--- src/rtl/mmar_pkg.sv ---
`timescale 1ns / 1ps
// ----------------------------------------------------------------------------
// mmar_pkg: shared constants and helpers for the mesh route computation
// Port codes, register indexes, LFSR seed and small bit helpers.
// ----------------------------------------------------------------------------
`default_nettype none

package mmar_pkg;

  // Field widths
  localparam int unsigned IdW    = 8;
  localparam int unsigned ColsW  = 9;
  localparam int unsigned PortW  = 4;
  localparam int unsigned VcW    = 3;
  localparam int unsigned CntW   = 4;
  localparam int unsigned BusyW  = 8;
  localparam int unsigned NipW   = 2;
  localparam int unsigned LfsrW  = 16;
  localparam int unsigned CostW  = 7;
  localparam int unsigned CfgIdxW = 3;
  localparam int unsigned CfgDatW = 9;

  // Output port codes
  localparam logic [PortW-1:0] PortNorth = 4'd0;
  localparam logic [PortW-1:0] PortEast  = 4'd1;
  localparam logic [PortW-1:0] PortSouth = 4'd2;
  localparam logic [PortW-1:0] PortWest  = 4'd3;

  // Configuration register indexes
  localparam logic [CfgIdxW-1:0] RegRouterId  = 3'd0;
  localparam logic [CfgIdxW-1:0] RegMeshCols  = 3'd1;
  localparam logic [CfgIdxW-1:0] RegRouteMode = 3'd2;
  localparam logic [CfgIdxW-1:0] RegNumIntPts = 3'd3;
  localparam logic [CfgIdxW-1:0] RegNumVcs    = 3'd4;

  // Reset values
  localparam logic [LfsrW-1:0] LfsrSeed     = 16'hACE1;
  localparam logic [ColsW-1:0] ColsReset    = 9'd8;
  localparam logic [CntW-1:0]  IntPtsReset  = 4'd4;
  localparam logic [CntW-1:0]  NumVcsReset  = 4'd4;
  localparam logic [CntW-1:0]  MaxCountVcs  = 4'd8;

  // One Fibonacci step, taps 16,14,13,11, shifting right
  function automatic logic [LfsrW-1:0] lfsr_step(input logic [LfsrW-1:0] s);
    logic fb;
    fb = s[0] ^ s[2] ^ s[3] ^ s[5];
    return {fb, s[LfsrW-1:1]};
  endfunction

  // Count of busy VCs among the lowest lim bits
  function automatic logic [CntW-1:0] busy_count(input logic [BusyW-1:0] mask,
                                                 input logic [CntW-1:0]  lim);
    logic [CntW-1:0] n;
    n = '0;
    for (int i = 0; i < BusyW; i++) begin
      if ((CntW'(i) < lim) && mask[i]) begin
        n = n + 4'd1;
      end
    end
    return n;
  endfunction

endpackage

`default_nettype wire

--- src/rtl/mesh_min_adaptive_route.sv ---
`timescale 1ns / 1ps
// ----------------------------------------------------------------------------
// mesh_min_adaptive_route: route computation for one 2D mesh router
// Splits router ids into mesh coordinates with a shared bit-serial divider,
// then picks the minimal output port (op 0) or checks VC class rules (op 1).
// ----------------------------------------------------------------------------
// Usage:
//   Input channel (in_valid_i / in_ready_o) takes one request beat: op,
//   source and destination ids, busy masks of the four mesh outputs and the
//   ports/VCs for the class check. Output channel (out_valid_o /
//   out_ready_i) returns one beat per request: route_port and vc_allowed.
//   Config channel (cfg_valid_i / cfg_ready_o) is always ready and writes
//   one register per beat; write it only while no request is in flight.
//   One restoring divider stage retires one quotient bit per cycle and is
//   run twice per request (two ids of 8 bits each), then a decide step
//   loads the output register. The block takes no new request until that
//   load is done. If the receiver stalls, the finished result holds in the
//   output register and the block waits in its decide step until the
//   output register is free.
//   Reset loads the register defaults (8 columns, 4 mesh ports, 4 VCs,
//   adaptive mode) and the LFSR seed; no clearing pass is needed.
`default_nettype none

module mesh_min_adaptive_route (
  input  wire logic                          clk_i,
  input  wire logic                          rst_ni,
  // configuration write channel
  input  wire logic                          cfg_valid_i,
  output      logic                          cfg_ready_o,
  input  wire logic [mmar_pkg::CfgIdxW-1:0]  cfg_index_i,
  input  wire logic [mmar_pkg::CfgDatW-1:0]  cfg_data_i,
  // request channel
  input  wire logic                          in_valid_i,
  output      logic                          in_ready_o,
  input  wire logic                          op_i,
  input  wire logic [mmar_pkg::IdW-1:0]      src_router_i,
  input  wire logic [mmar_pkg::IdW-1:0]      dest_router_i,
  input  wire logic [mmar_pkg::NipW-1:0]     ni_out_pos_i,
  input  wire logic [mmar_pkg::BusyW-1:0]    east_busy_i,
  input  wire logic [mmar_pkg::BusyW-1:0]    west_busy_i,
  input  wire logic [mmar_pkg::BusyW-1:0]    north_busy_i,
  input  wire logic [mmar_pkg::BusyW-1:0]    south_busy_i,
  input  wire logic [mmar_pkg::PortW-1:0]    in_port_i,
  input  wire logic [mmar_pkg::VcW-1:0]      in_vc_i,
  input  wire logic [mmar_pkg::VcW-1:0]      out_vc_i,
  input  wire logic [mmar_pkg::PortW-1:0]    out_port_i,
  // result channel
  output      logic                          out_valid_o,
  input  wire logic                          out_ready_i,
  output      logic [mmar_pkg::PortW-1:0]    route_port_o,
  output      logic                          vc_allowed_o
);
  import mmar_pkg::*;

  localparam logic [1:0] StIdle = 2'd0;
  localparam logic [1:0] StDiv  = 2'd1;
  localparam logic [1:0] StDone = 2'd2;

  // configuration registers
  logic [IdW-1:0]   router_id_q;
  logic [ColsW-1:0] mesh_cols_q;
  logic             routing_mode_q;
  logic [CntW-1:0]  num_int_ports_q;
  logic [CntW-1:0]  num_vcs_q;

  // control
  logic [1:0]       state_q, state_d;
  logic [2:0]       cnt_q;
  logic             sec_q;
  logic [LfsrW-1:0] lfsr_q;
  logic             out_valid_q;

  // latched request beat
  logic             op_q;
  logic [IdW-1:0]   dest_q;
  logic [NipW-1:0]  nip_q;
  logic [BusyW-1:0] eb_q, wb_q, nb_q, sb_q;
  logic [PortW-1:0] in_port_q, out_port_q;
  logic [VcW-1:0]   in_vc_q, out_vc_q;

  // divider datapath and first-pass results
  logic [IdW-1:0]   dq_q, dq_d;
  logic [IdW-1:0]   rem_q, rem_d;
  logic [IdW-1:0]   x0_q, y0_q;
  logic [ColsW-1:0] cols_eff;
  logic [ColsW-1:0] trial;
  logic             ge;

  // result registers
  logic [PortW-1:0] route_port_q;
  logic             vc_allowed_q;

  logic             in_fire, cfg_fire, load_out;

  assign cfg_ready_o = 1'b1;
  assign cfg_fire    = cfg_valid_i;
  assign in_ready_o  = (state_q == StIdle);
  assign in_fire     = in_valid_i && in_ready_o;
  assign load_out    = (state_q == StDone) && (!out_valid_q || out_ready_i);

  assign out_valid_o  = out_valid_q;
  assign route_port_o = route_port_q;
  assign vc_allowed_o = vc_allowed_q;

  // Configuration writes
  always_ff @(posedge clk_i or negedge rst_ni) begin
    if (!rst_ni) begin
      router_id_q     <= '0;
      mesh_cols_q     <= ColsReset;
      routing_mode_q  <= 1'b0;
      num_int_ports_q <= IntPtsReset;
      num_vcs_q       <= NumVcsReset;
    end else if (cfg_fire) begin
      case (cfg_index_i)
        RegRouterId:  router_id_q     <= cfg_data_i[IdW-1:0];
        RegMeshCols:  mesh_cols_q     <= cfg_data_i;
        RegRouteMode: routing_mode_q  <= cfg_data_i[0];
        RegNumIntPts: num_int_ports_q <= cfg_data_i[CntW-1:0];
        RegNumVcs:    num_vcs_q       <= cfg_data_i[CntW-1:0];
        default: ;
      endcase
    end
  end

  // Restoring divider step: one quotient bit per cycle
  assign cols_eff = (mesh_cols_q == '0) ? ColsW'(1) : mesh_cols_q;
  assign trial    = {rem_q, dq_q[IdW-1]};
  assign ge       = (trial >= cols_eff);
  assign rem_d    = ge ? IdW'(trial - cols_eff) : trial[IdW-1:0];
  assign dq_d     = {dq_q[IdW-2:0], ge};

  // Route decision, evaluated in the decide step
  logic [IdW-1:0]   dx, dy, cx, cy;
  logic [PortW-1:0] port_sel;
  logic             vc_ok;
  logic             both_prod;
  logic [LfsrW-1:0] lfsr_x, lfsr_y;
  logic [CntW-1:0]  lim;
  logic [CostW-1:0] cost_x, cost_y;
  logic [PortW-1:0] xport, yport;
  logic [BusyW-1:0] xbusy, ybusy;
  logic [VcW-1:0]   half;
  logic             ovc_lo, ivc_lo;

  always_comb begin
    dx = x0_q;
    dy = y0_q;
    cx = rem_q;
    cy = dq_q;
    lim    = (num_vcs_q > MaxCountVcs) ? MaxCountVcs : num_vcs_q;
    lfsr_x = lfsr_step(lfsr_q);
    lfsr_y = lfsr_step(lfsr_x);
    xport  = (dx > cx) ? PortEast : PortWest;
    xbusy  = (dx > cx) ? eb_q : wb_q;
    yport  = (dy > cy) ? PortSouth : PortNorth;
    ybusy  = (dy > cy) ? sb_q : nb_q;
    both_prod = (dx != cx) && (dy != cy);
    if (routing_mode_q) begin
      cost_x = lfsr_x[CostW-1:0];
      cost_y = lfsr_y[CostW-1:0];
    end else begin
      cost_x = CostW'(busy_count(xbusy, lim));
      cost_y = CostW'(busy_count(ybusy, lim));
    end
    // port selection
    if (dx == cx) begin
      if (dy == cy) begin
        port_sel = num_int_ports_q + PortW'(nip_q);
      end else begin
        port_sel = yport;
      end
    end else if (dy == cy) begin
      port_sel = xport;
    end else begin
      port_sel = (cost_x < cost_y) ? xport : yport;
    end
    // VC class check: y0 is the source row, dq the destination row
    half   = num_vcs_q[CntW-1:1];
    ovc_lo = (out_vc_q < half);
    ivc_lo = (in_vc_q < half);
    if (out_port_q >= num_int_ports_q) begin
      vc_ok = 1'b1;
    end else if (dq_q == y0_q) begin
      vc_ok = (in_port_q >= num_int_ports_q) ? 1'b1 : (ivc_lo == ovc_lo);
    end else if (!(out_port_q == PortEast || out_port_q == PortWest)) begin
      vc_ok = 1'b1;
    end else if (dq_q > y0_q) begin
      vc_ok = !ovc_lo;
    end else begin
      vc_ok = ovc_lo;
    end
  end

  // Sequencer next state
  always_comb begin
    state_d = state_q;
    case (state_q)
      StIdle: if (in_fire) state_d = StDiv;
      StDiv:  if ((cnt_q == 3'd7) && sec_q) state_d = StDone;
      StDone: if (load_out) state_d = StIdle;
      default: state_d = StIdle;
    endcase
  end

  // Control registers
  always_ff @(posedge clk_i or negedge rst_ni) begin
    if (!rst_ni) begin
      state_q     <= StIdle;
      cnt_q       <= '0;
      sec_q       <= 1'b0;
      lfsr_q      <= LfsrSeed;
      out_valid_q <= 1'b0;
    end else begin
      state_q <= state_d;
      if (state_q == StDiv) begin
        cnt_q <= cnt_q + 3'd1;
        if (cnt_q == 3'd7) begin
          sec_q <= !sec_q;
        end
      end
      if (load_out && !op_q && routing_mode_q && both_prod) begin
        lfsr_q <= lfsr_y;
      end
      if (load_out) begin
        out_valid_q <= 1'b1;
      end else if (out_ready_i) begin
        out_valid_q <= 1'b0;
      end
    end
  end

  // Payload and datapath registers
  always_ff @(posedge clk_i) begin
    if (in_fire) begin
      op_q       <= op_i;
      dest_q     <= dest_router_i;
      nip_q      <= ni_out_pos_i;
      eb_q       <= east_busy_i;
      wb_q       <= west_busy_i;
      nb_q       <= north_busy_i;
      sb_q       <= south_busy_i;
      in_port_q  <= in_port_i;
      in_vc_q    <= in_vc_i;
      out_vc_q   <= out_vc_i;
      out_port_q <= out_port_i;
      // first division: destination for routing, source for the VC check
      dq_q       <= op_i ? src_router_i : dest_router_i;
      rem_q      <= '0;
    end else if (state_q == StDiv) begin
      if ((cnt_q == 3'd7) && !sec_q) begin
        x0_q  <= rem_d;
        y0_q  <= dq_d;
        dq_q  <= op_q ? dest_q : router_id_q;
        rem_q <= '0;
      end else begin
        dq_q  <= dq_d;
        rem_q <= rem_d;
      end
    end
    if (load_out) begin
      route_port_q <= op_q ? '0 : port_sel;
      vc_allowed_q <= op_q ? vc_ok : 1'b0;
    end
  end

  // Assertions
  a_accept_starts_div: assert property (@(posedge clk_i) disable iff (!rst_ni)
    in_fire |=> (state_q == StDiv && cnt_q == 3'd0 && !sec_q))
    else $error("request beat did not start the divider");

  a_lfsr_nonzero: assert property (@(posedge clk_i) disable iff (!rst_ni)
    lfsr_q != '0)
    else $error("LFSR reached the all-zero lockup state");

  a_valid_from_done: assert property (@(posedge clk_i) disable iff (!rst_ni)
    $rose(out_valid_q) |-> ($past(state_q) == StDone))
    else $error("result beat raised outside the decide step");

  a_result_exclusive: assert property (@(posedge clk_i) disable iff (!rst_ni)
    (out_valid_q && vc_allowed_q) |-> (route_port_q == PortNorth))
    else $error("VC check result carries a route port");

  a_idle_counter_clear: assert property (@(posedge clk_i) disable iff (!rst_ni)
    (state_q == StIdle) |-> (cnt_q == 3'd0 && !sec_q))
    else $error("divider sequencer not cleared when idle");

endmodule

`default_nettype wire
--- config.mk ---
export PLATFORM = sky130hd
export DESIGN_NAME = mesh_min_adaptive_route
export DESIGN_NICKNAME = d
export VERILOG_FILES = /design/src/rtl/mmar_pkg.sv /design/src/rtl/mesh_min_adaptive_route.sv
export SDC_FILE = /design/constraint.sdc
export NUM_CORES = 1
export LEC_CHECK = 0
export BUFFER_PORTS_ARGS = -buffer_cell sky130_fd_sc_hd__buf_4
export CAP_MARGIN = 5
export CORE_ASPECT_RATIO = 1.25
export CORE_MARGIN = 2
export CORE_UTILIZATION = 64
export DETAILED_ROUTE_END_ITERATION = 8
export PLACE_DENSITY = 0.86
export RECOVER_POWER = 50
export SYNTH_ARGS = -nofsm -noshare
export SYNTH_HDL_FRONTEND = slang
export SYNTH_SLANG_ARGS = --single-unit
--- constraint.sdc ---
create_clock -name clk_i -period 17.15 [get_ports clk_i]
set_input_delay 2.5725 -clock clk_i [delete_from_list [all_inputs] [get_ports clk_i]]
set_output_delay 2.5725 -clock clk_i [all_outputs]
set_load 0.02 [all_outputs]
==> flow_results.org <==
** Outcome
- Status :: finished with violations
- Violations in the final reports :: capacitance limit, slew limit

** Worst setup path
- Counting stages on the worst path, the most repeated cell is sky130_fd_sc_hd__ha_1.
- In this design, the stage delay of the slowest critical-path cell is 0.58 ns.
- On the critical path, the stage with the largest delay is an instance of sky130_fd_sc_hd__nor2_2.
- Worst-path maximum fanout :: 8
- The worst setup path is captured at a flop.
- For the worst setup path, the data required time is 17.40 ns.
- Combined buffer and inverter count along the critical path :: 1
- By startpoint and endpoint, the worst setup path is classified as flop to flop.
- Data arrives at the worst endpoint at 7.86 ns.
- The kind of cell with the highest combined delay along the critical path is adder cells.
- The worst setup path is launched from a flop.

** Clock tree
- Clock sink count :: 143
- TritonCTS clock tree :: built
- Root Buffer :: sky130_fd_sc_hd__clkbuf_16
- Clock tree synthesis inserted a total of 17 buffers.
- Clk slew on worst S/H paths :: 0.06 ns
- Hold repair after CTS inserted 0 buffers.
- Depth of the CTS H-tree :: 4
- After clock tree synthesis, the repair step resized 0 gates.
- Clock latency at the later pin of the worst-skew pair :: 0.43 ns
- In this run the deepest clock path goes through 2 buffers.
- In this run the post-CTS setup repair buffer count came out at 0.

** Synth
- Sequential cell area fraction in the yosys report :: 48.22%
- After synthesis, the cell types taking the most area are sky130_fd_sc_hd__edfxtp_1 (31%), sky130_fd_sc_hd__dfrtp_1 (12%), sky130_fd_sc_hd__ha_1 (9.5%).
- Summed instance area of the synthesized netlist :: 8259 um^2
- After synthesis, the largest area contributor takes up 31.27% of total cell area.
- Asr flop ratio synth :: 34.27%
- Post-synthesis sequential element count :: 143
- For this run, the leading register cell type out of synthesis is sky130_fd_sc_hd__edfxtp_1.
- Per-instance average area after synthesis :: 11.49 um^2
- The netlist uses 75 different library cells.
- For this run, the number of Yosys warnings is 0.
- The cell count after synthesis came out at 719.
- In this run, synthesis inferred 86 flip-flops with an integrated enable.
- Post-Synthesis Net Count :: 866
- Summed over all instances, the cell type with the most area after synthesis is sky130_fd_sc_hd__edfxtp_1.

** Timing
- For the pin with the worst max-slew slack, the measured transition is 2.580 ns.
- Relative slew margins :: -71.99%
- Aggregate negative setup slack :: 0 ns
- For the final database, setup skew stands at 0.009150 ns.
- In the finished design, the share of the clock period the worst path needs comes to 44.36%.
- Pins Over Slew Limit :: 50
- The number of endpoints with negative hold slack in the final report is 0.
- Upper clock frequency limit :: 131.5 MHz
- Min Clock Period, post-route :: 7.607 ns
- Setup violations remaining at the end of the flow were counted as 0.
- Unrepaired setup endpoints after global routing :: false

** Global route
- Summed over all layers, the global routing overflow is 0.
- Number of global-route vias before repair :: 6387
- The initial antenna violation count is 0.
- The first global-routing pass estimated 31.17 mm of wire.
- Entering global routing, the biggest net connects 74 pins.
- Global routing used 29.50% of the available tracks.

** Placed design
- Post-DP HPWL :: 14.09 mm
- The congestion estimate from routability-driven global placement came to 0.8789.
- Total of buffers placed on input and output ports :: 88

** Cells and area
- The repair_antennas step left the layout with diodes totalling 0.
- Layout Utilization :: 76.27%
- Fraction of layout instances using a drive strength above 1 :: 23.00%
- From synthesis to final layout, the design area changed by 16.94%.
- After filler insertion, the fill cell instance count of the layout stands at 811.
- Summing all flip-flop and latch instances after layout gives 3983 um^2.
- Number of nets in the finished design :: 960
- Area taken by multi-input logic gates :: 3996 um^2

** Power
- Leakage Power :: 4.157 nW
- Max rail drop VDD :: 113.5 uV
- The internal portion of the total power is 1.239 mW.
- In this run the power spent charging and discharging nets is 0.8433 mW.
- For this design the ratio of total power to cell area is 215.6 nW/um^2.
- In this run, the combinational gates consume 57.5% of the power.
- Sequential group share of total power :: 24.6%
- The share of total power dissipated in the clock network is 18.0%.
- The design draws 2.082 mW.
- Switching part of the total :: 40.50%

** Min path
- The worst hold path belongs to the class flop to flop.

** Route
- In the detailed route, the total length drawn on met2 is 10.53 mm.
- Drt wl/cell :: 19.31 um
- DRT antenna net count :: 0
- For this run, the detailed router's first-pass iteration total came to 5.
- Vias per std cell :: 6.095
- After detailed routing, the met3 layer carries 924 um of wire.
- Detailed routing inserted a total of 6058 vias.
- Highest metal used :: met4
- Iteration-0 DRC count of the detailed router :: 348
- Drc violations :: 0
- Wire length on met1 :: 7.094 mm
- After detailed routing, the total wire length is 19.19 mm.

** Floorplanning
- Rows :: 46
- Core Area :: 12660 um^2
- Initial standard-cell utilization of the core :: 65.23%
- Floorplan die area :: 13840 um^2
- Die W :: 105.6 um
- The floorplan step set the die height to 131.0 um.
- I/O pin total :: 90

** Flow run
- Max-capacitance violation count :: 1
-- cell type report --
| class | instances | area share (%) |
|---|---|---|
| Timing Repair Buffer | 92 | 6.879 |
| Tap cell | 168 | 2.176 |
| Clock buffer | 22 | 4.806 |
| Inverter | 55 | 2.138 |
| Sequential cell | 143 | 41.24 |
| Clock inverter | 10 | 1.386 |
| Multi-Input combinational cell | 504 | 41.38 |
-- synth_stat cells (all sizes together), types with 2 or more instances --
cell type  instances
nand2             57
a211oi            11
ha                63
a21boi             4
xnor2             27
nor2              46
o211ai             3
edfxtp            86
and4               2
buf                3
nor3b              3
nor4               4
clkbuf            14
and2               7
nor3              10
mux2i             31
o211a              2
nand3             11
dfstp             11
a31oi              2
dfrtp             38
nor2b              7
inv               55
nand4              9
dfxtp              8
nand2b            11
a21o              11
o21ai             32
a211o              3
or2                6
a221oi             3
mux2              43
a21oi             41
xnor3              3
o21a               5
xor3               3
o21bai             3
or2b               2
a32o               7
xor2              13
fa                 2
-- path summary, 6_finish.rpt --
path	from	endpoint	slack, ns	cells past startpoint
max	cy[3]$_DFFE_PP_	route_port_o[1]$_SDFFCE_PP0P_	9.54	29
min	cnt_q[0]$_DFFE_PN0P_	cnt_q[0]$_DFFE_PN0P_	0.49	1
max reg2reg	cy[3]$_DFFE_PP_	route_port_o[1]$_SDFFCE_PP0P_	9.54	29
min reg2reg	cnt_q[0]$_DFFE_PN0P_	cnt_q[0]$_DFFE_PN0P_	0.49	1
max in group asynchronous	rst_ni	lfsr_q[2]$_DFFE_PN0P_	12.73	1
min in group asynchronous	rst_ni	cnt_q[2]$_DFFE_PN0P_	2.95	1
-- power groups by stage --
stage          Sequential (mW)  Combinational [mW]  Clock, mW
2_1_floorplan            0.495               0.927          0
3_3_place_gp             0.510                1.09          0
3_5_place_dp             0.515                1.16          0
4_1_cts                  0.510                1.19      0.377
5_1_grt                  0.518                1.32      0.391
6_report                 0.511                1.20      0.374
-- layer usage --
| layer | up-vias | GRT usage (%) |
|---|---|---|
| met2 | 229 | 55.52 |
| met5 | - | 0 |
| met4 | 0 | 13.16 |
| li1 | 2799 | - |
| met1 | 2982 | 32.08 |
| met3 | 48 | 6.200 |
-- cells by family (layout without fill, tap and decap cells) --
kind of cell,Yosys count,in the layout,share of synthesized area [%]
flops,143,143,48.22
xor+xnor,46,46,6.650
other cells,1,1,0.04540
fa+ha+maj,65,65,10.03
buf+inv,72,179,3.409
compound gates,139,139,11.56
mux,74,74,9.620
simple gates,179,179,10.47
-- cell usage in the layout (no fill, tap or decap), types with 10 or more instances in the layout --
cell                        synthesis  routed
sky130_fd_sc_hd__a211oi_1          10      10
sky130_fd_sc_hd__a21o_1            10      10
sky130_fd_sc_hd__a21oi_1           38      38
sky130_fd_sc_hd__buf_4              1      30
sky130_fd_sc_hd__clkbuf_1          14      10
sky130_fd_sc_hd__clkbuf_16          0      17
sky130_fd_sc_hd__clkbuf_4           0      55
sky130_fd_sc_hd__dfrtp_1           38      38
sky130_fd_sc_hd__dfstp_2           11      11
sky130_fd_sc_hd__edfxtp_1          86      86
sky130_fd_sc_hd__ha_1              63      63
sky130_fd_sc_hd__inv_1             55      55
sky130_fd_sc_hd__mux2_2            43      43
sky130_fd_sc_hd__mux2i_1           31      31
sky130_fd_sc_hd__nand2_1           57      57
sky130_fd_sc_hd__nand2b_1          11      11
sky130_fd_sc_hd__nand3_1           11      11
sky130_fd_sc_hd__nor2_1            45      45
sky130_fd_sc_hd__nor3_1            10      10
sky130_fd_sc_hd__o21ai_0           27      27
sky130_fd_sc_hd__xnor2_1           24      24
sky130_fd_sc_hd__xor2_1            11      11
-- worst register-to-register path: cells and delay by family, from the launching register on --
family / cells / cell delay, ns
flip-flops: 1 / 0.42
AO/OA/AOI/OAI: 8 / 1.59
adder cells (fa/ha/maj): 8 / 2.33
multiplexers: 6 / 1.55
AND/OR/NAND/NOR: 6 / 1.49
buffers and inverters: 1 / 0.07
-- registers in the layout, summed over array words and instances (netlist names), 8 cells and up --
name and count:
nb_q 8, router_id_q 8, dest_q 8, wb_q 8, dx 8, lfsr_q 16, mesh_cols_q 9, cy 8
cx 8, sb_q 8, eb_q 8, dy 8
-- through the flow --
stage                     cells  hold slack (ns)  cell area [um^2]  setup WS, ns
final                       994           0.4866              9658         9.543
after global routing        994           0.5083              9658         8.975
after CTS                   994           0.4798              9684         9.643
after detailed placement    962           0.4699              9086         9.760
after global placement      962           0.4613              9086         10.01
after floorplan             719           0.4480              8259         10.61
No activity file was read; power rests on OpenSTA's default activity.
